**config.mk**
```make
export PLATFORM = sky130hd
export DESIGN_NAME = midpoint_line_rasterizer_core_flat
export DESIGN_NICKNAME = d
export VERILOG_FILES = /design/src/sv/mlr_pkg.sv /design/src/sv/mlr_stream_if.sv /design/src/sv/mlr_front.sv /design/src/sv/mlr_queue.sv /design/src/sv/mlr_back.sv /design/src/sv/midpoint_line_rasterizer_core.sv /design/src/flat_wrapper.sv
export SDC_FILE = /design/constraint.sdc
export NUM_CORES = 1
export LEC_CHECK = 0
export BUFFER_PORTS_ARGS = -buffer_cell sky130_fd_sc_hd__buf_2
export CORE_UTILIZATION = 46
export CTS_BUF_LIST = sky130_fd_sc_hd__clkbuf_8
export DETAILED_ROUTE_END_ITERATION = 16
export SYNTH_ARGS = -nofsm -noshare
export SYNTH_HDL_FRONTEND = slang
export SYNTH_SLANG_ARGS = --single-unit
```
**constraint.sdc**
```tcl
create_clock -name clock -period 6.4 [get_ports clock]
set_input_delay 0.64 -clock clock [delete_from_list [all_inputs] [get_ports clock]]
set_output_delay 0.64 -clock clock [all_outputs]
set_load 0.1 [all_outputs]
```
**src/sv/mlr_pkg.sv**
```systemverilog
// Shared codes for the midpoint line rasterizer.
// Depends on nothing; used by the front and back files.
package mlr_pkg;

   // Item kinds on the request channel.
   localparam logic KIND_START   = 1'b0;
   localparam logic KIND_ADVANCE = 1'b1;

   // Slope class of the line being walked.
   typedef enum logic [2:0] {
      SLOPE_VERT  = 3'd0,
      SLOPE_SH_UP = 3'd1,
      SLOPE_SH_DN = 3'd2,
      SLOPE_ST_UP = 3'd3,
      SLOPE_ST_DN = 3'd4
   } slope_type;

endpackage

```
**src/sv/mlr_stream_if.sv**
```systemverilog
// Request and response channel interfaces of the line rasterizer.
// Depends on nothing; widths follow the COORD_BITS parameter.
interface mlr_req_if #(
   parameter int COORD_BITS = 12
);
   logic                         valid;
   logic                         ready;
   logic                         kind;
   logic signed [COORD_BITS-1:0] start_x;
   logic signed [COORD_BITS-1:0] start_y;
   logic signed [COORD_BITS-1:0] end_x;
   logic signed [COORD_BITS-1:0] end_y;

   modport source (output valid, kind, start_x, start_y, end_x, end_y, input ready);
   modport sink (input valid, kind, start_x, start_y, end_x, end_y, output ready);
endinterface

interface mlr_rsp_if #(
   parameter int COORD_BITS = 12
);
   logic                         valid;
   logic                         ready;
   logic signed [COORD_BITS-1:0] pixel_x;
   logic signed [COORD_BITS-1:0] pixel_y;
   logic                         last;

   modport source (output valid, pixel_x, pixel_y, last, input ready);
   modport sink (input valid, pixel_x, pixel_y, last, output ready);
endinterface

```
**src/sv/mlr_front.sv**
```systemverilog
// Front end of the line rasterizer: takes request words and classifies them.
// Depends on mlr_pkg and mlr_req_if; feeds a command word to the queue.
module mlr_front #(
   parameter int COORD_BITS = 12,
   localparam int CmdBits = 8 * COORD_BITS + 11
) (
   input  logic               clock,
   input  logic               reset,
   mlr_req_if.sink            req_chan,
   output logic               cmd_valid,
   input  logic               cmd_ready,
   output logic [CmdBits-1:0] cmd_data
);
   localparam int WideBits = COORD_BITS + 1;
   localparam int DecBits  = COORD_BITS + 4;

   typedef struct packed {
      logic                         is_start;
      mlr_pkg::slope_type           slope;
      logic signed [COORD_BITS-1:0] x0;
      logic signed [COORD_BITS-1:0] y0;
      logic signed [COORD_BITS-1:0] x1;
      logic signed [COORD_BITS-1:0] y1;
      logic [WideBits-1:0]          dx;
      logic [WideBits-1:0]          ady;
      logic [WideBits-1:0]          steps;
      logic signed [DecBits-1:0]    decision;
   } cmd_type;

   logic    front_valid_ff, front_valid_in;
   cmd_type cmd_ff, cmd_in;

   logic                         vertical, swap, steep, up;
   logic signed [COORD_BITS-1:0] x0, y0, x1, y1;
   logic signed [WideBits-1:0]   dx_w, dy_w;
   logic [WideBits-1:0]          dx_u, ady;
   logic signed [DecBits-1:0]    bx, ay;

   // The stage takes a new word when it is empty or its word moves on.
   assign req_chan.ready = !front_valid_ff || cmd_ready;
   assign cmd_valid      = front_valid_ff;
   assign cmd_data       = cmd_ff;

   // Order the endpoints, find the deltas and the slope class.
   always_comb begin
      vertical = (req_chan.start_x == req_chan.end_x);
      swap     = vertical ? (req_chan.start_y > req_chan.end_y)
                          : (req_chan.start_x > req_chan.end_x);
      x0 = swap ? req_chan.end_x : req_chan.start_x;
      y0 = swap ? req_chan.end_y : req_chan.start_y;
      x1 = swap ? req_chan.start_x : req_chan.end_x;
      y1 = swap ? req_chan.start_y : req_chan.end_y;
      dx_w  = WideBits'(x1) - WideBits'(x0);
      dy_w  = WideBits'(y1) - WideBits'(y0);
      dx_u  = dx_w;
      ady   = dy_w[WideBits-1] ? -dy_w : dy_w;
      steep = (ady > dx_u);
      up    = !dy_w[WideBits-1] && (dy_w != '0);
      bx    = signed'(DecBits'(dx_u));
      ay    = DecBits'(dy_w);

      cmd_in          = cmd_ff;
      cmd_in.is_start = (req_chan.kind == mlr_pkg::KIND_START);
      cmd_in.x0       = x0;
      cmd_in.y0       = y0;
      cmd_in.x1       = x1;
      cmd_in.y1       = y1;
      cmd_in.dx       = dx_u;
      cmd_in.ady      = ady;
      // A vertical line has zero dx, so this also gives its length.
      cmd_in.steps    = steep ? ady : dx_u;
      if (vertical) begin
         cmd_in.slope    = mlr_pkg::SLOPE_VERT;
         cmd_in.decision = '0;
      end else if (!steep && up) begin
         cmd_in.slope    = mlr_pkg::SLOPE_SH_UP;
         cmd_in.decision = bx - (ay <<< 1);
      end else if (!steep) begin
         cmd_in.slope    = mlr_pkg::SLOPE_SH_DN;
         cmd_in.decision = -(ay <<< 1) - bx;
      end else if (up) begin
         cmd_in.slope    = mlr_pkg::SLOPE_ST_UP;
         cmd_in.decision = (bx <<< 1) - ay;
      end else begin
         cmd_in.slope    = mlr_pkg::SLOPE_ST_DN;
         cmd_in.decision = -ay - (bx <<< 1);
      end
   end

   // Stage valid flag follows the two handshakes.
   always_comb begin
      front_valid_in = front_valid_ff;
      if (req_chan.valid && req_chan.ready) begin
         front_valid_in = 1'b1;
      end else if (cmd_ready) begin
         front_valid_in = 1'b0;
      end
   end

   always_ff @(posedge clock) begin
      if (reset) begin
         front_valid_ff <= 1'b0;
      end else begin
         front_valid_ff <= front_valid_in;
      end
      if (req_chan.valid && req_chan.ready) begin
         cmd_ff <= cmd_in;
      end
   end

endmodule

```
**src/sv/mlr_queue.sv**
```systemverilog
// Short command queue that decouples the rasterizer front end and back end.
// Depends on nothing; a register file with read and write pointers.
module mlr_queue #(
   parameter int WIDTH = 8,
   parameter int DEPTH = 2
) (
   input  logic             clock,
   input  logic             reset,
   input  logic             push_valid,
   output logic             push_ready,
   input  logic [WIDTH-1:0] push_data,
   output logic             pop_valid,
   input  logic             pop_ready,
   output logic [WIDTH-1:0] pop_data
);
   localparam int PtrBits   = (DEPTH > 1) ? $clog2(DEPTH) : 1;
   localparam int CountBits = $clog2(DEPTH + 1);

   logic [WIDTH-1:0]     mem_ff [DEPTH];
   logic [PtrBits-1:0]   wr_ptr_ff, wr_ptr_in;
   logic [PtrBits-1:0]   rd_ptr_ff, rd_ptr_in;
   logic [CountBits-1:0] count_ff, count_in;
   logic                 do_push, do_pop;

   assign push_ready = (count_ff != CountBits'(DEPTH));
   assign pop_valid  = (count_ff != '0);
   assign pop_data   = mem_ff[rd_ptr_ff];
   assign do_push    = push_valid && push_ready;
   assign do_pop     = pop_valid && pop_ready;

   // Pointers wrap at the depth; the count tracks the fill level.
   always_comb begin
      wr_ptr_in = wr_ptr_ff;
      rd_ptr_in = rd_ptr_ff;
      count_in  = count_ff;
      if (do_push) begin
         wr_ptr_in = (wr_ptr_ff == PtrBits'(DEPTH - 1)) ? '0 : wr_ptr_ff + PtrBits'(1);
      end
      if (do_pop) begin
         rd_ptr_in = (rd_ptr_ff == PtrBits'(DEPTH - 1)) ? '0 : rd_ptr_ff + PtrBits'(1);
      end
      if (do_push && !do_pop) begin
         count_in = count_ff + CountBits'(1);
      end else if (do_pop && !do_push) begin
         count_in = count_ff - CountBits'(1);
      end
   end

   always_ff @(posedge clock) begin
      if (reset) begin
         wr_ptr_ff <= '0;
         rd_ptr_ff <= '0;
         count_ff  <= '0;
      end else begin
         wr_ptr_ff <= wr_ptr_in;
         rd_ptr_ff <= rd_ptr_in;
         count_ff  <= count_in;
      end
      if (do_push) begin
         mem_ff[wr_ptr_ff] <= push_data;
      end
   end

endmodule

```
**src/sv/mlr_back.sv**
```systemverilog
// Back end of the line rasterizer: holds the line state and steps the pixel.
// Depends on mlr_pkg and mlr_rsp_if; takes commands from the queue.
module mlr_back #(
   parameter int COORD_BITS = 12,
   localparam int CmdBits = 8 * COORD_BITS + 11
) (
   input  logic               clock,
   input  logic               reset,
   input  logic               cmd_valid,
   output logic               cmd_ready,
   input  logic [CmdBits-1:0] cmd_data,
   mlr_rsp_if.source          rsp_chan
);
   localparam int WideBits = COORD_BITS + 1;
   localparam int DecBits  = COORD_BITS + 4;

   typedef struct packed {
      logic                         is_start;
      mlr_pkg::slope_type           slope;
      logic signed [COORD_BITS-1:0] x0;
      logic signed [COORD_BITS-1:0] y0;
      logic signed [COORD_BITS-1:0] x1;
      logic signed [COORD_BITS-1:0] y1;
      logic [WideBits-1:0]          dx;
      logic [WideBits-1:0]          ady;
      logic [WideBits-1:0]          steps;
      logic signed [DecBits-1:0]    decision;
   } cmd_type;

   cmd_type cmd;

   // Line state.
   logic                         active_ff, active_in;
   logic signed [COORD_BITS-1:0] cur_x_ff, cur_x_in, cur_y_ff, cur_y_in;
   logic signed [COORD_BITS-1:0] far_x_ff, far_x_in, far_y_ff, far_y_in;
   logic [WideBits-1:0]          dx_ff, dx_in, ady_ff, ady_in;
   logic [WideBits-1:0]          steps_ff, steps_in;
   logic signed [DecBits-1:0]    dec_ff, dec_in;
   mlr_pkg::slope_type           slope_ff, slope_in;

   // Output register.
   logic                         out_valid_ff, out_valid_in;
   logic signed [COORD_BITS-1:0] out_x_ff, out_x_in, out_y_ff, out_y_in;
   logic                         out_last_ff, out_last_in;

   logic                         take, neg;
   logic signed [DecBits-1:0]    two_dx, two_ady;
   logic signed [COORD_BITS-1:0] step_x, step_y;
   logic signed [DecBits-1:0]    step_dec;

   assign cmd       = cmd_data;
   assign cmd_ready = !out_valid_ff || rsp_chan.ready;
   assign take      = cmd_valid && cmd_ready;

   assign rsp_chan.valid   = out_valid_ff;
   assign rsp_chan.pixel_x = out_x_ff;
   assign rsp_chan.pixel_y = out_y_ff;
   assign rsp_chan.last    = out_last_ff;

   // One midpoint step: move along the major axis, then correct the minor one.
   always_comb begin
      neg      = dec_ff[DecBits-1];
      two_dx   = signed'(DecBits'(dx_ff)) <<< 1;
      two_ady  = signed'(DecBits'(ady_ff)) <<< 1;
      step_x   = cur_x_ff;
      step_y   = cur_y_ff;
      step_dec = dec_ff;
      case (slope_ff)
         mlr_pkg::SLOPE_SH_UP: begin
            step_x = cur_x_ff + COORD_BITS'(1);
            if (neg) begin
               step_y   = cur_y_ff + COORD_BITS'(1);
               step_dec = dec_ff + two_dx - two_ady;
            end else begin
               step_dec = dec_ff - two_ady;
            end
         end
         mlr_pkg::SLOPE_SH_DN: begin
            step_x = cur_x_ff + COORD_BITS'(1);
            if (neg) begin
               step_dec = dec_ff + two_ady;
            end else begin
               step_y   = cur_y_ff - COORD_BITS'(1);
               step_dec = dec_ff + two_ady - two_dx;
            end
         end
         mlr_pkg::SLOPE_ST_UP: begin
            step_y = cur_y_ff + COORD_BITS'(1);
            if (neg) begin
               step_dec = dec_ff + two_dx;
            end else begin
               step_x   = cur_x_ff + COORD_BITS'(1);
               step_dec = dec_ff + two_dx - two_ady;
            end
         end
         mlr_pkg::SLOPE_ST_DN: begin
            step_y = cur_y_ff - COORD_BITS'(1);
            if (neg) begin
               step_x   = cur_x_ff + COORD_BITS'(1);
               step_dec = dec_ff + two_ady - two_dx;
            end else begin
               step_dec = dec_ff - two_dx;
            end
         end
         default: begin
            step_y = cur_y_ff + COORD_BITS'(1);
         end
      endcase
   end

   // Execute a start or an advance command and load the output register.
   always_comb begin
      active_in    = active_ff;
      cur_x_in     = cur_x_ff;
      cur_y_in     = cur_y_ff;
      far_x_in     = far_x_ff;
      far_y_in     = far_y_ff;
      dx_in        = dx_ff;
      ady_in       = ady_ff;
      steps_in     = steps_ff;
      dec_in       = dec_ff;
      slope_in     = slope_ff;
      out_valid_in = out_valid_ff && !rsp_chan.ready;
      out_x_in     = out_x_ff;
      out_y_in     = out_y_ff;
      out_last_in  = out_last_ff;
      if (take && cmd.is_start) begin
         cur_x_in     = cmd.x0;
         cur_y_in     = cmd.y0;
         far_x_in     = cmd.x1;
         far_y_in     = cmd.y1;
         dx_in        = cmd.dx;
         ady_in       = cmd.ady;
         steps_in     = cmd.steps;
         dec_in       = cmd.decision;
         slope_in     = cmd.slope;
         active_in    = (cmd.steps != '0);
         out_valid_in = 1'b1;
         out_x_in     = cmd.x0;
         out_y_in     = cmd.y0;
         out_last_in  = (cmd.steps == '0);
      end else if (take && active_ff) begin
         out_valid_in = 1'b1;
         steps_in     = steps_ff - WideBits'(1);
         if (steps_ff == WideBits'(1)) begin
            // Final pixel lands exactly on the far endpoint.
            cur_x_in    = far_x_ff;
            cur_y_in    = far_y_ff;
            active_in   = 1'b0;
            out_x_in    = far_x_ff;
            out_y_in    = far_y_ff;
            out_last_in = 1'b1;
         end else begin
            cur_x_in    = step_x;
            cur_y_in    = step_y;
            dec_in      = step_dec;
            out_x_in    = step_x;
            out_y_in    = step_y;
            out_last_in = 1'b0;
         end
      end
   end

   always_ff @(posedge clock) begin
      if (reset) begin
         active_ff    <= 1'b0;
         out_valid_ff <= 1'b0;
      end else begin
         active_ff    <= active_in;
         out_valid_ff <= out_valid_in;
      end
      cur_x_ff    <= cur_x_in;
      cur_y_ff    <= cur_y_in;
      far_x_ff    <= far_x_in;
      far_y_ff    <= far_y_in;
      dx_ff       <= dx_in;
      ady_ff      <= ady_in;
      steps_ff    <= steps_in;
      dec_ff      <= dec_in;
      slope_ff    <= slope_in;
      out_x_ff    <= out_x_in;
      out_y_ff    <= out_y_in;
      out_last_ff <= out_last_in;
   end

endmodule

```
**src/sv/midpoint_line_rasterizer_core.sv**
```systemverilog
// Midpoint line rasterizer. A start word carries two endpoints and returns the
// first pixel of the line; each advance word returns the next pixel, and the
// final pixel, flagged by last, is always the far endpoint. An advance word with
// no line in progress returns nothing. While the response side is ready, the
// block takes one word per clock and returns one pixel per clock. A word is
// captured by the front register at the accepting edge and passes the two-entry
// command queue; its pixel is then held in the output register until it is
// accepted. The back end does one decision add and compare per pixel. No
// clearing pass follows reset.
// Depends on mlr_pkg, mlr_stream_if, mlr_front, mlr_queue and mlr_back.
module midpoint_line_rasterizer_core #(
   parameter int COORD_BITS = 12
) (
   input logic       clock,
   input logic       reset,
   mlr_req_if.sink   req_chan,
   mlr_rsp_if.source rsp_chan
);
   localparam int CmdBits = 8 * COORD_BITS + 11;

   logic               front_valid, front_ready;
   logic [CmdBits-1:0] front_data;
   logic               back_valid, back_ready;
   logic [CmdBits-1:0] back_data;

   // Classify request words and set up new lines.
   mlr_front #(
      .COORD_BITS(COORD_BITS)
   ) u_front (
      .clock    (clock),
      .reset    (reset),
      .req_chan (req_chan),
      .cmd_valid(front_valid),
      .cmd_ready(front_ready),
      .cmd_data (front_data)
   );

   // Commands wait here while the response side stalls.
   mlr_queue #(
      .WIDTH(CmdBits),
      .DEPTH(2)
   ) u_queue (
      .clock     (clock),
      .reset     (reset),
      .push_valid(front_valid),
      .push_ready(front_ready),
      .push_data (front_data),
      .pop_valid (back_valid),
      .pop_ready (back_ready),
      .pop_data  (back_data)
   );

   // Walk the line and present pixels.
   mlr_back #(
      .COORD_BITS(COORD_BITS)
   ) u_back (
      .clock    (clock),
      .reset    (reset),
      .cmd_valid(back_valid),
      .cmd_ready(back_ready),
      .cmd_data (back_data),
      .rsp_chan (rsp_chan)
   );

endmodule

```
**src/flat_wrapper.sv**
```systemverilog
// flat-port wrapper written by rule: the top's interface ports become plain ports
module midpoint_line_rasterizer_core_flat 
#(
   parameter int COORD_BITS = 12
)
  (clock, reset, req_chan_valid, req_chan_kind, req_chan_start_x, req_chan_start_y, req_chan_end_x, req_chan_end_y, req_chan_ready, rsp_chan_valid, rsp_chan_pixel_x, rsp_chan_pixel_y, rsp_chan_last, rsp_chan_ready);
  mlr_req_if #(.COORD_BITS(COORD_BITS)) req_chan_i ();
  mlr_rsp_if #(.COORD_BITS(COORD_BITS)) rsp_chan_i ();
  input logic clock;
  input logic reset;
  input wire logic [$bits(req_chan_i.valid)-1:0] req_chan_valid;
  input wire logic [$bits(req_chan_i.kind)-1:0] req_chan_kind;
  input wire logic [$bits(req_chan_i.start_x)-1:0] req_chan_start_x;
  input wire logic [$bits(req_chan_i.start_y)-1:0] req_chan_start_y;
  input wire logic [$bits(req_chan_i.end_x)-1:0] req_chan_end_x;
  input wire logic [$bits(req_chan_i.end_y)-1:0] req_chan_end_y;
  output wire logic [$bits(req_chan_i.ready)-1:0] req_chan_ready;
  output wire logic [$bits(rsp_chan_i.valid)-1:0] rsp_chan_valid;
  output wire logic [$bits(rsp_chan_i.pixel_x)-1:0] rsp_chan_pixel_x;
  output wire logic [$bits(rsp_chan_i.pixel_y)-1:0] rsp_chan_pixel_y;
  output wire logic [$bits(rsp_chan_i.last)-1:0] rsp_chan_last;
  input wire logic [$bits(rsp_chan_i.ready)-1:0] rsp_chan_ready;
  assign req_chan_i.valid = req_chan_valid;
  assign req_chan_i.kind = req_chan_kind;
  assign req_chan_i.start_x = req_chan_start_x;
  assign req_chan_i.start_y = req_chan_start_y;
  assign req_chan_i.end_x = req_chan_end_x;
  assign req_chan_i.end_y = req_chan_end_y;
  assign req_chan_ready = req_chan_i.ready;
  assign rsp_chan_valid = rsp_chan_i.valid;
  assign rsp_chan_pixel_x = rsp_chan_i.pixel_x;
  assign rsp_chan_pixel_y = rsp_chan_i.pixel_y;
  assign rsp_chan_last = rsp_chan_i.last;
  assign rsp_chan_i.ready = rsp_chan_ready;
  midpoint_line_rasterizer_core #(.COORD_BITS(COORD_BITS)) u_core (.clock(clock), .reset(reset), .req_chan(req_chan_i), .rsp_chan(rsp_chan_i));
endmodule
```
=== After elaboration in Yosys (flattened, before gate mapping) ===
Memory sizes are Yosys's and may differ from the RTL's. A register that Yosys moved wholly into a read port is not among the register bits.
Cells that the tools add are included.

* Input port bits: 53
* Bits in writable memories: 214
* Memory bits (read-only): 0
* Word-level logic and storage cells: 158
* Memories kept: 1
* Register bits: 221
* Output and inout bits: 27
* Bits in latches: 0

* Eq/ne operators: 13
* Reductions and logical operators: 35
* Add/subtract/negate cells: 23
* Div/mod/pow operators: 0
* Bitwise operators: 2
* $lt $le $gt $ge: 3
* Shift operators: 0
* Multiply operators: 0
* Multiplexer cells: 53

{| class="wikitable"
|+ Memories
! name !! depth !! bits a word !! rd ports !! clocked after memory_dff !! write ports !! RTL line !! source
|-
| u_core.u_queue.mem_ff || 2 || 107 || 1 || 1 || 1 || mlr_queue.sv:19 || <nowiki>logic [WIDTH-1:0] mem_ff [DEPTH];</nowiki>
|}

{| class="wikitable"
|+ Operator list
! cell !! count
|-
| $mux 12 || 14
|-
| $mux 16 || 10
|-
| $sub 16x15->16 || 5
|-
| $pmux 12 s3 || 2
|-
| $pmux 16 s4 || 1
|-
| $mux 13 || 4
|-
| $add 16x15->16 || 2
|-
| $reduce_bool 13->1 || 2
|-
| $sub 12x12->13 || 2
|-
| $add 12x2->12 const B || 2
|-
| $gt 12x12->1 || 2
|-
| $ne 5x5->1 const B || 4
|-
| $mux 1 || 18
|-
| $neg 13->16 || 1
|-
| $neg 14->16 || 1
|-
| $sub 15x13->16 || 1
|-
| $sub 16x14->16 || 1
|-
| $sub 14x14->15 || 1
|-
| $eq 13x1->1 const B || 1
|-
| $gt 13x13->1 || 1
|-
| $logic_not 13->1 || 1
|-
| $neg 13->13 || 1
|-
| $sub 13x1->13 const B || 1
|-
| $eq 12x12->1 || 1
|-
| other kinds (22) || 50
|}

=== Depth between registers and ports, before layout ===
Gate-level depths: netlist of the first run.

* Depth after elaboration: 10
* Gate-level depth with buffers: 33
* Depth with buffers taken out: 30

=== By module ===
A second synthesis of the first run with hierarchy kept.

* Cell total of the unflattened synthesis: 2454
* Area, all modules: 27114.8 um^2

{| class="wikitable"
|+ Modules (own cells, without submodules)
! module !! instances !! sequential area each (um^2) !! area an instance (um^2) !! cells each
|-
| mlr_front || 1 || 3233.1 || 9601.7 || 1043
|-
| mlr_back || 1 || 3223.1 || 9455.3 || 1054
|-
| mlr_queue || 1 || 6526.3 || 8057.7 || 357
|}

=== Worst setup path before layout of the first run ===
Ideal clock, no wire load.

* Path kind: input to register
* From: input req_chan_end_x[9]
* To: register u_core.u_front.cmd_ff, in the netlist u_core.u_front.cmd_data[15], data pin
* Path slack: -0.245 ns
* Data arrival time: 6.376 ns
* Data required time: 6.131 ns
* Buffers on the path: 3
* Setup time: 0.269 ns
* Cell stages on the path: 31
* Cell sequence: inv_1 ha_1 nand4_2 or3_1 a41oi_2 o211a_4 o211ai_1 and2_1 ha_1 a31oi_2 a21o_2 nand3_1 a311oi_1 mux2i_1 inv_2 buf_2 nor2_1 xnor2_1 ha_1 a21o_1 a21o_1 a21oi_1 o21ai_0 a21o_1 a21oi_1 o21ai_0 o41a_1 clkbuf_1 clkbuf_1 a211oi_1 nor3_1

* Word-level cells in the longest chain between the ends: 10
* Elaborated cells between the ends (all ways): 26
* Those cells by class: add/sub (9); order compare (2); eq/ne (1); mux (9); reduce/logical (5)

{| class="wikitable"
|+ Ends and longest elaborated chain
! what !! RTL line !! source
|-
| from (decl) || flat_wrapper.sv:15 || <nowiki>input wire logic [$bits(req_chan_i.end_x)-1:0] req_chan_end_x;</nowiki>
|-
| $gt 12x12->1 or $eq 12x12->1 (tied branches) || mlr_front.sv:48, mlr_front.sv:46 ||
|-
| $mux 1 * || mlr_front.sv:47 || <nowiki>swap = vertical ? (req_chan.start_y > req_chan.end_y)</nowiki>
|-
| $mux 12, on equally long branches || mlr_front.sv:52, mlr_front.sv:50 ||
|-
| $sub 12x12->13 * || mlr_front.sv:54 || <nowiki>dy_w = WideBits'(y1) - WideBits'(y0);</nowiki>
|-
| $neg 13->13 || mlr_front.sv:56 || <nowiki>ady = dy_w[WideBits-1] ? -dy_w : dy_w;</nowiki>
|-
| $mux 13 * || mlr_front.sv:56 ||
|-
| via u_core.u_front.ady[6] || mlr_front.sv:36 || <nowiki>logic [WideBits-1:0] dx_u, ady;</nowiki>
|-
| $gt 13x13->1 * || mlr_front.sv:57 || <nowiki>steep = (ady > dx_u);</nowiki>
|-
| $logic_not 1->1 || - ||
|-
| $logic_and 1x1->1 || mlr_front.sv:75 || <nowiki>end else if (!steep && up) begin</nowiki>
|-
| $mux 16 * || mlr_front.sv:75 ||
|-
| to (signal assigned) || mlr_front.sv:107 || <nowiki>cmd_ff <= cmd_in;</nowiki>
|-
| to (decl) || mlr_front.sv:31 || <nowiki>cmd_type cmd_ff, cmd_in;</nowiki>
|}

The timed path passes the listed nets; every way through them passes the cells marked *.
A chain may end at the register's enable or synchronous reset.

==> results of run 1 <==
where the power goes:
group / leakage, nW / total (mW) / internal [mW] / switching, mW
Clock: 0.708 / 2.22 / 1.14 / 1.07
Combinational: 7.92 / 10.2 / 4.23 / 5.97
Sequential: 4.04 / 4.62 / 4.12 / 0.503
Total: 12.7 / 17.0 / 9.49 / 7.54
placed cells by master (no fill, tap or decap), types with 69 or more instances in the layout:
| cell | synthesis | final |
|---|---|---|
| o21ai_0 | 162 | 157 |
| buf_4 | 0 | 309 |
| inv_1 | 189 | 203 |
| xnor2_1 | 96 | 96 |
| a21oi_1 | 153 | 152 |
| edfxtp_1 | 424 | 424 |
| buf_2 | 15 | 79 |
| clkbuf_8 | 0 | 69 |
| mux2i_1 | 70 | 69 |
| nand2_1 | 160 | 159 |
| nor2_1 | 158 | 156 |
| ha_1 | 210 | 208 |
how the worst min path moves through the flow:
stage	to	from	slack, ns
floorplan	u_core.u_queue.mem_ff[0][100]	u_core.u_front.cmd_data[100]	0.42
global placement	u_core.u_queue.mem_ff[0][46]	u_core.u_front.cmd_data[46]	0.42
finish	u_core.u_front.cmd_valid	req_chan_valid	0.28
global route	u_core.u_front.cmd_valid	req_chan_valid	0.25
CTS	u_core.u_front.cmd_valid	req_chan_valid	0.23
detailed placement	u_core.u_queue.mem_ff[0][35]	u_core.u_front.cmd_data[35]	0.43
critical path, delay by kind of cell:
| kind | cells | cell delay (ns) |
|---|---|---|
| AND/OR/NAND/NOR | 2 | 0.40 |
| adder cells (fa/ha/maj) | 3 | 0.82 |
| XOR/XNOR | 1 | 0.24 |
| buffers and inverters | 8 | 1.25 |
| multiplexers | 1 | 0.35 |
| AO/OA/AOI/OAI | 14 | 2.75 |
per-layer routing:
| layer | part of all wire | GRT usage | vias up |
|---|---|---|---|
| met3 | 0.053 | 0.0301 | 100 |
| met2 | 0.45 | 0.398 | 576 |
| met1 | 0.48 | 0.375 | 9611 |
| met5 | 0 | 0 | - |
| met4 | 0.024 | 0.0773 | 0 |
| li1 | - | - | 9611 |
state kept, by name, indices dropped and copies added (netlist names), named ones only:
signal	count
u_core.u_back.ady_ff	13
u_core.u_back.active_ff	1
u_core.u_front.cmd_data	106
u_core.u_back.slope_ff	3
u_core.u_back.rsp_chan.last	1
u_core.u_back.rsp_chan.pixel_x	12
u_core.u_queue.wr_ptr_ff	1
u_core.u_back.far_x_ff	12
u_core.u_back.far_y_ff	12
u_core.u_queue.count_ff	2
u_core.u_back.dec_ff	15
u_core.u_front.cmd_valid	1
u_core.u_back.dx_ff	13
u_core.u_queue.mem_ff	212
u_core.u_back.rsp_chan.pixel_y	12
u_core.u_back.steps_ff	13
u_core.u_back.rsp_chan.valid	1
u_core.u_queue.rd_ptr_ff	1
stage by stage:
step	power, mW	instances
after floorplan	11.6	2402
after global placement	14.5	3460
after detailed placement	14.7	3460
after CTS	17.0	3581
after global routing	18.2	3584
final	17.0	3584
cells by family after synthesis:
group / share of synthesized area
buf+inv: 0.0413
simple gates: 0.104
flops: 0.491
mux: 0.0554
compound gates: 0.150
fa+ha+maj: 0.108
xor+xnor: 0.0503
final cells by class:
cell class	count	area [um2]	area share
flip-flops and latches	432	12900	0.415
multi-input cells	1688	12400	0.399
repair buffers	393	2810	0.0904
clock buffers	69	950	0.0306
well taps	756	946	0.0305
inverters	193	726	0.0234
clock inverters	52	337	0.0108
diodes	1	2.50	0.0000806
repair_timing:
| item | CTS | global route |
|---|---|---|
| setup endpoints to repair | 0 | 29 |
| setup buffers | 0 | 2 |
| resized for setup | 0 | 10 |
==> impl_metrics.env, run 1 <==
export IMPL_status="finished clean"
export IMPL_power_leakage_nw=12.7
export IMPL_grt_pass1_vias=19500
export IMPL_area_growth_pct=18.2
export IMPL_rsz0062_at_grt="yes"
export IMPL_slowest_delay_ns=0.35
export IMPL_fin_hold_ws_ns=0.281
export IMPL_dpl_cell_area_mm2=0.0297
export IMPL_vias=19900
export IMPL_syn_num_nets=2676
export IMPL_grt_max_degree=69
export IMPL_synth_edff_count=424
export IMPL_io_pins=80
export IMPL_synthTopCellsByArea="edfxtp_1, ha_1, xnor2_1"
export IMPL_hold_path_class="in -> reg"
export IMPL_fin_tns_setup_ns=0
export IMPL_dp_hpwl_um=57300
export IMPL_root_buffer="clkbuf_8"
export IMPL_cts_buffers=68
export IMPL_yosysUniqueCellTypes=91
export IMPL_syn_inst=2402
export IMPL_drt_pass1_iterations=6
export IMPL_drive_gt1_frac=0.209
export IMPL_start_kind="primary input"
export IMPL_ir_drop_mv=0.275
export IMPL_wirelength_um=74500
export IMPL_maxSlewHeadroom=0.216
export IMPL_viasPerCell=5.55
export IMPL_required_ns=6.75
export IMPL_async_flop_share=0
export IMPL_post_drt_wl_per_cell_um=20.8
export IMPL_synth_most_common_cell="edfxtp_1"
export IMPL_cts_htree_levels=3
export IMPL_worstSetupPathType="in -> reg"
export IMPL_fin_skew_ns=0.0554
export IMPL_reg2reg_setup_slack_ns=1.24
export IMPL_grt_antenna_before_repair=2
export IMPL_layout_worst_path_cycle_share=0.959
export IMPL_clkTransAtPathRegs_ns=0.06
export IMPL_synth_main_ff_cell="edfxtp_1"
export IMPL_clk_latency_ns=0.63
export IMPL_hold_viol=0
export IMPL_grtUsageTotal=0.256
export IMPL_drt_iter0_markers=1608
export IMPL_yosys_warnings=0
export IMPL_preCtsSetupSlack_ns=-0.501
export IMPL_cts_tree="yes"
export IMPL_clock_sinks=432
export IMPL_core_area_mm2=0.0564
export IMPL_gp_congestion=0.944
export IMPL_fin_util=0.551
export IMPL_grt_pass1_wl_um=113000
export IMPL_max_slew_worst_pin_slew_ns=1.17
export IMPL_die_x_um=241
export IMPL_synth_area_mm2=0.0263
export IMPL_grt_overflow=0
export IMPL_fmax_mhz=163
export IMPL_yosys_register_bits=432
export IMPL_ys_seq_area_frac=0.491
export IMPL_fin_ws_ns=0.264
export IMPL_io_buffers=79
export IMPL_end_kind="register"
export IMPL_drv_slew=0
export IMPL_timing_rr_start="u_core.u_back.ady_ff[1]"
export IMPL_drc=0
export IMPL_synth_top_area_share=0.485
export IMPL_min_path_cells=3
export IMPL_fillers=5038
export IMPL_crit_end="u_core.u_front.cmd_data[21]"
export IMPL_synth_top_cell_by_area="edfxtp_1"
export IMPL_path_max_fanout=22
export IMPL_crit_top_cell="buf_4"
export IMPL_final_antenna_net_count=0
export IMPL_stdcell_area_mm2=0.0311
export IMPL_layout_min_cycle_time_ns=6.14
export IMPL_finalSetupViolCount=0
export IMPL_dieArea_mm2=0.0581
export IMPL_layout_nets=3050
export IMPL_pwr_density_cell_mw_per_mm2=548
export IMPL_cts_hold_buf=0
export IMPL_cp_slowest_cell="a221oi_4"
export IMPL_drv_cap=0
export IMPL_r2r_end="u_core.u_back.dec_ff[15]"
export IMPL_die_h_um=241
export IMPL_reg2reg_depth=18
export IMPL_syn_area_per_cell_um2=10.9
export IMPL_synth_common_cells="edfxtp_1, ha_1, inv_1"
export IMPL_clockBufferDepth=3
export IMPL_critPathLaunch="req_chan_end_x[5]"
export IMPL_initial_core_util=0.466
export IMPL_cp_data_arrival_time_ns=6.48
export IMPL_num_rows=87
No activity file was read; power rests on OpenSTA's default activity.
==> run 2, diff against run 1 <==
--- a/config.mk
+++ b/config.mk
@@ -11,2 +11,3 @@
 export DETAILED_ROUTE_END_ITERATION = 16
+export PLACE_DENSITY = 0.66
 export SYNTH_ARGS = -nofsm -noshare
==> constraint.sdc (replaced) <==
create_clock -name clock -period 6.4 [get_ports clock]
set_input_delay 0.32 -clock clock [delete_from_list [all_inputs] [get_ports clock]]
set_output_delay 0.32 -clock clock [all_outputs]
set_load 0.1 [all_outputs]
==> run 2 against run 1 <==
  * Power decreased by 2.9%
  * Critical path type unchanged
  * First-iteration DRC count grew 7.2%
  * Via count down 2.3%
  * Utilization is 1.8 points lower
  * Setup slack better by 0.19 ns
==> impl_metrics.env, run 2 (same netlist as run 1, synthesis figures left out) <==
export IMPL_clk_latency_ns=0.62
export IMPL_drv_cap=0
export IMPL_reg2reg_setup_slack_ns=1.33
export IMPL_rsz0062_at_grt="no"
export IMPL_grtUsageMet1=0.350
export IMPL_hold_path_class="in -> reg"
export IMPL_p_clk_frac=0.136
export IMPL_seq_power_share=0.276
export IMPL_wirelength_um=69100
export IMPL_cts_htree_levels=3
export IMPL_clkTransAtPathRegs_ns=0.06
export IMPL_p_switching_mw=7.36
export IMPL_final_seq_area_mm2=0.0129
export IMPL_crit_end="u_core.u_front.cmd_data[15]"
export IMPL_critPathBufInv=5
export IMPL_fin_ws_ns=0.453
export IMPL_final_common_cell="edfxtp_1"
export IMPL_final_antenna_net_count=0
export IMPL_vias=19400
export IMPL_preCtsSetupSlack_ns=-0.276
export IMPL_dp_hpwl_um=53100
export IMPL_initial_core_util=0.466
export IMPL_post_drt_wl_per_cell_um=20.0
export IMPL_cp_top_family="compound AO/OA/AOI/OAI gates"
export IMPL_viasPerCell=5.64
export IMPL_power_leakage_nw=12.0
export IMPL_drc=0
export IMPL_layout_min_cycle_time_ns=5.95
export IMPL_worstSetupPathType="in -> reg"
export IMPL_final_cell_mix="edfxtp_1, ha_1, inv_1"
export IMPL_layout_nets=2914
export IMPL_multi_input_area_mm2=0.0123
export IMPL_dieArea_mm2=0.0581
export IMPL_grtUsageTotal=0.237
export IMPL_grt_pass1_vias=18700
export IMPL_use_met3=0.0270
export IMPL_finalPower_mw=16.5
export IMPL_pwr_density_cell_mw_per_mm2=550
export IMPL_largest_register="u_core.u_queue.mem_ff"
export IMPL_io_buffers=79
export IMPL_die_x_um=241
export IMPL_io_pins=80
export IMPL_power_internal_mw=9.17
export IMPL_fin_cells=3449
export IMPL_grt_busiest_layer="met2"
export IMPL_drt_pass1_iterations=6
export IMPL_p_sw_frac=0.445
export IMPL_path_max_fanout=15
export IMPL_cp_slowest_cell="or3_1"
export IMPL_fillers=4931
export IMPL_max_slew_worst_pin_slew_ns=1.08
export IMPL_required_ns=6.80
export IMPL_end_kind="register"
export IMPL_gp_congestion=0.934
export IMPL_core_area_mm2=0.0564
export IMPL_cp_data_arrival_time_ns=6.35
export IMPL_grt_max_degree=76
export IMPL_drt_iter0_markers=1723
export IMPL_timing_rr_start="u_core.u_back.dec_ff[2]"
export IMPL_fin_tns_setup_ns=0
export IMPL_ir_drop_mv=0.350
export IMPL_fin_util=0.533
export IMPL_critical_path_depth=27
export IMPL_drive_gt1_frac=0.163
export IMPL_maxSlewHeadroom=0.274
export IMPL_grt_pass1_wl_um=106000
export IMPL_min_path_cells=3
export IMPL_place_inst=3324
export IMPL_root_buffer="clkbuf_8"
export IMPL_r2r_end="u_core.u_back.dec_ff[15]"
export IMPL_clock_sinks=432
export IMPL_fin_skew_ns=0.0537
export IMPL_area_growth_pct=14.3
export IMPL_combPwrFrac=0.588
export IMPL_grt_overflow=0
export IMPL_finalSetupViolCount=0
export IMPL_fmax_mhz=168
export IMPL_hold_viol=0
export IMPL_die_h_um=241
export IMPL_status="finished clean"
export IMPL_grt_antenna_before_repair=2
export IMPL_largest_register_ffs=212
export IMPL_drv_slew=0
export IMPL_slowest_delay_ns=0.39
export IMPL_start_kind="primary input"
export IMPL_num_rows=87
export IMPL_reg2reg_depth=17
export IMPL_clockBufferDepth=3
export IMPL_layout_worst_path_cycle_share=0.929
export IMPL_cts_buffers=66
export IMPL_cts_tree="yes"
export IMPL_critPathLaunch="req_chan_end_x[2]"
export IMPL_met2_usage=0.368
==> run 2: changes by cell type in the layout (fill, tap and decap cells not counted), moves of 4 or more <==
cell,before,now
buf_4,309,173
dlygate4sd3_1,0,4
clkinv_2,13,4
inv_1,203,209
==> run 2: cell type report <==
class	instances	share of cell area
Sequential cell	432	0.429
Inverter	193	0.0242
Clock inverter	49	0.0120
Clock buffer	70	0.0321
Tap cell	756	0.0315
Multi-Input combinational cell	1688	0.411
Antenna cell	2	0.000167
Timing Repair Buffer	259	0.0597
==> run 2: per-stage QoR <==
| stage | cell area (um2) | hold WS [ns] |
|---|---|---|
| 4_1_cts | 30000 | 0.0181 |
| 3_5_place_dp | 28700 | 0.431 |
| 3_3_place_gp | 28700 | 0.425 |
| 6_report | 30000 | 0.0689 |
| 5_1_grt | 30000 | 0.0526 |
| 2_1_floorplan | 26300 | 0.421 |
==> run 2: worst min-delay path by stage <==
| stage | start | end | slack, ns |
|---|---|---|---|
| after detailed placement | u_core.u_front.cmd_data[68] | u_core.u_queue.mem_ff[0][68] | 0.43 |
| after CTS | req_chan_start_y[2] | u_core.u_front.cmd_data[57] | 0.02 |
| after global routing | rsp_chan_ready | u_core.u_back.rsp_chan.valid | 0.05 |
| after floorplan | u_core.u_front.cmd_data[100] | u_core.u_queue.mem_ff[0][100] | 0.42 |
| after global placement | u_core.u_front.cmd_data[106] | u_core.u_queue.mem_ff[1][106] | 0.42 |
| final | rsp_chan_ready | u_core.u_back.rsp_chan.valid | 0.07 |
==> run 2: worst reg2reg max path: stages (launching register included) <==
cell       delay, ns
edfxtp_1        0.57
ha_1            0.38
nor2b_1         0.13
o21a_1          0.15
o21bai_1        0.07
a21oi_1         0.20
o21ai_0         0.14
a2111oi_0       0.77
or3_1           0.22
xnor2_1         0.15
ha_1            0.32
and3_1          0.21
a211o_1         0.30
a21oi_1         0.24
o211ai_1        0.14
xor2_1          0.18
mux2_2          0.35
a221oi_1        0.35
==> run 2: power groups by stage <==
| stage | logic [mW] | clock network (mW) | registers (mW) |
|---|---|---|---|
| final | 9.73 | 2.25 | 4.56 |
| after global routing | 10.7 | 2.42 | 4.62 |
| after CTS | 9.64 | 2.30 | 4.55 |
| after detailed placement | 9.56 | 0 | 4.60 |
| after global placement | 9.41 | 0 | 4.57 |
| after floorplan | 6.66 | 0 | 4.91 |
==> run 2: timing repair <==
action | in CTS | in global routing
hold buffers | 4 | 0
resized for setup | 0 | 3
setup endpoints to repair | 0 | 4
hold endpoints to repair | 9 | 0
setup buffers | 0 | 0
==> run 2: routing by layer <==
layer  share of wire  vias to the layer above
met5               0                        -
met4           0.019                        0
met3           0.055                       88
met2            0.45                      604
met1            0.48                     9399
li1                -                     9357
==> run 3, diff against run 2 <==
- BUFFER_PORTS_ARGS: -buffer_cell sky130_fd_sc_hd__buf_2 -> -buffer_cell sky130_fd_sc_hd__clkbuf_2
==> run 3 against run 2 <==
  * Flip-flop and latch count is the same
  * First-iteration DRC count shrank 5.5%
  * Clock skew shrank 0.015 ns
==> impl_metrics.env, run 3 (same netlist as run 1, synthesis figures left out) <==
export IMPL_ir_drop_mv=0.350
export IMPL_fmax_mhz=167
export IMPL_path_max_fanout=18
export IMPL_cts_buffers=66
export IMPL_clk_latency_ns=0.61
export IMPL_core_area_mm2=0.0564
export IMPL_pwr_density_cell_mw_per_mm2=545
export IMPL_power_leakage_nw=12.0
export IMPL_drv_slew=0
export IMPL_die_h_um=241
export IMPL_cp_slowest_cell="o21ai_0"
export IMPL_end_kind="register"
export IMPL_max_slew_worst_pin_slew_ns=1.05
export IMPL_cp_data_arrival_time_ns=6.31
export IMPL_final_antenna_net_count=0
export IMPL_clockBufferDepth=3
export IMPL_drc=0
export IMPL_reg2reg_setup_slack_ns=1.25
export IMPL_final_cell_mix="edfxtp_1, ha_1, inv_1"
export IMPL_maxSlewHeadroom=0.292
export IMPL_grt_pass1_vias=18600
export IMPL_drv_cap=0
export IMPL_dieArea_mm2=0.0581
export IMPL_hold_path_class="in -> reg"
export IMPL_antennaDiodeCount=0
export IMPL_layout_min_cycle_time_ns=5.98
export IMPL_clock_sinks=432
export IMPL_layout_nets=2919
export IMPL_dp_hpwl_um=53100
export IMPL_initial_core_util=0.466
export IMPL_post_cts_buffers=0
export IMPL_worstSetupPathType="in -> reg"
export IMPL_fin_tns_setup_ns=0
export IMPL_critPathBufInv=9
export IMPL_gp_congestion=0.941
export IMPL_required_ns=6.73
export IMPL_post_drt_wl_per_cell_um=20.2
export IMPL_start_kind="primary input"
export IMPL_grt_pass1_wl_um=106000
export IMPL_io_buffers=79
export IMPL_rsz0062_at_grt="no"
export IMPL_layout_worst_path_cycle_share=0.934
export IMPL_clkTransAtPathRegs_ns=0.06
export IMPL_post_cts_resize_count=0
export IMPL_cts_tree="yes"
export IMPL_die_x_um=241
export IMPL_crit_top_cell="buf_4"
export IMPL_slowest_delay_ns=0.45
export IMPL_finalSetupViolCount=0
export IMPL_final_common_cell="edfxtp_1"
export IMPL_io_pins=80
export IMPL_status="finished clean"
export IMPL_cts_htree_levels=3
export IMPL_drive_gt1_frac=0.164
export IMPL_grt_overflow=0
export IMPL_drt_pass1_iterations=5
export IMPL_finalPower_mw=16.3
export IMPL_grtUsageTotal=0.237
export IMPL_largest_register_ffs=212
export IMPL_wirelength_um=69600
export IMPL_num_rows=87
export IMPL_largest_register="u_core.u_queue.mem_ff"
export IMPL_viasPerCell=5.61
export IMPL_vias=19300
export IMPL_fin_skew_ns=0.0384
export IMPL_area_growth_pct=14.0
export IMPL_grt_max_degree=74
export IMPL_hold_viol=0
export IMPL_cp_top_family="compound AO/OA/AOI/OAI gates"
export IMPL_drt_iter0_markers=1629
export IMPL_grt_antenna_before_repair=0
export IMPL_root_buffer="clkbuf_8"
-- run 3: changes by cell type in the layout (fill, tap and decap cells not counted), sizes merged, moves of 2 or more --
cell / change
diode: -2
inv: -4
buf: -74
clkinv: +4
bufinv: -2
clkbuf: +75
-- run 3: worst paths after layout --
path	cells past startpoint	to	start
max	30	u_core.u_front.cmd_data[20]	req_chan_end_x[9]
min	3	u_core.u_back.rsp_chan.valid	rsp_chan_ready
max reg2reg	18	u_core.u_back.dec_ff[15]	u_core.u_back.ady_ff[1]
min reg2reg	0	u_core.u_queue.mem_ff[0][101]	u_core.u_front.cmd_data[101]
-- run 3: layout make-up --
class | count | area, um2
Multi-Input combinational cell | 1688 | 12300
Clock buffer | 66 | 908
Clock inverter | 48 | 313
Timing Repair Buffer | 264 | 1820
Sequential cell | 432 | 12900
Fill cell | 5014 | 26400
Inverter | 193 | 726
Tap cell | 756 | 946
-- run 3: tightest hold or removal path: stages --
cell and delay [ns]:
clkbuf_2 0.07, nand2b_1 0.14, a31oi_1 0.09
-- run 3: repair_timing --
item | CTS | global route
hold endpoints to repair | 9 | 0
setup endpoints to repair | 0 | 0
hold buffers | 4 | 0
-- run 3: power breakdown --
part | internal [mW] | switching (mW) | leakage, nW
registers | 4.12 | 0.478 | 4.04
clock network | 1.07 | 1.04 | 0.675
logic | 3.86 | 5.76 | 7.29
-- run 3: per-layer routing --
metal	part of all wire	vias to the layer above	wire length, um	global-route usage
met5	0	-	0	0
met4	0.019	0	1340	0.0652
met3	0.056	86	3880	0.0250
met2	0.45	624	31600	0.371
met1	0.47	9283	32800	0.349
li1	-	9347	-	-
-- run 3: stage by stage --
stage / area (um2) / cells / util / worst slack [ns] / hold slack, ns
6_report: 29900 / 3447 / 0.531 / 0.421 / 0.0676
5_1_grt: 29900 / 3447 / 0.531 / 0.139 / 0.0767
4_1_cts: 29900 / 3447 / 0.531 / 0.463 / 0.0354
3_5_place_dp: 28700 / 3329 / 0.509 / -0.159 / 0.431
3_3_place_gp: 28700 / 3329 / 0.509 / -0.0593 / 0.424
2_1_floorplan: 26300 / 2402 / - / 0.0746 / 0.421
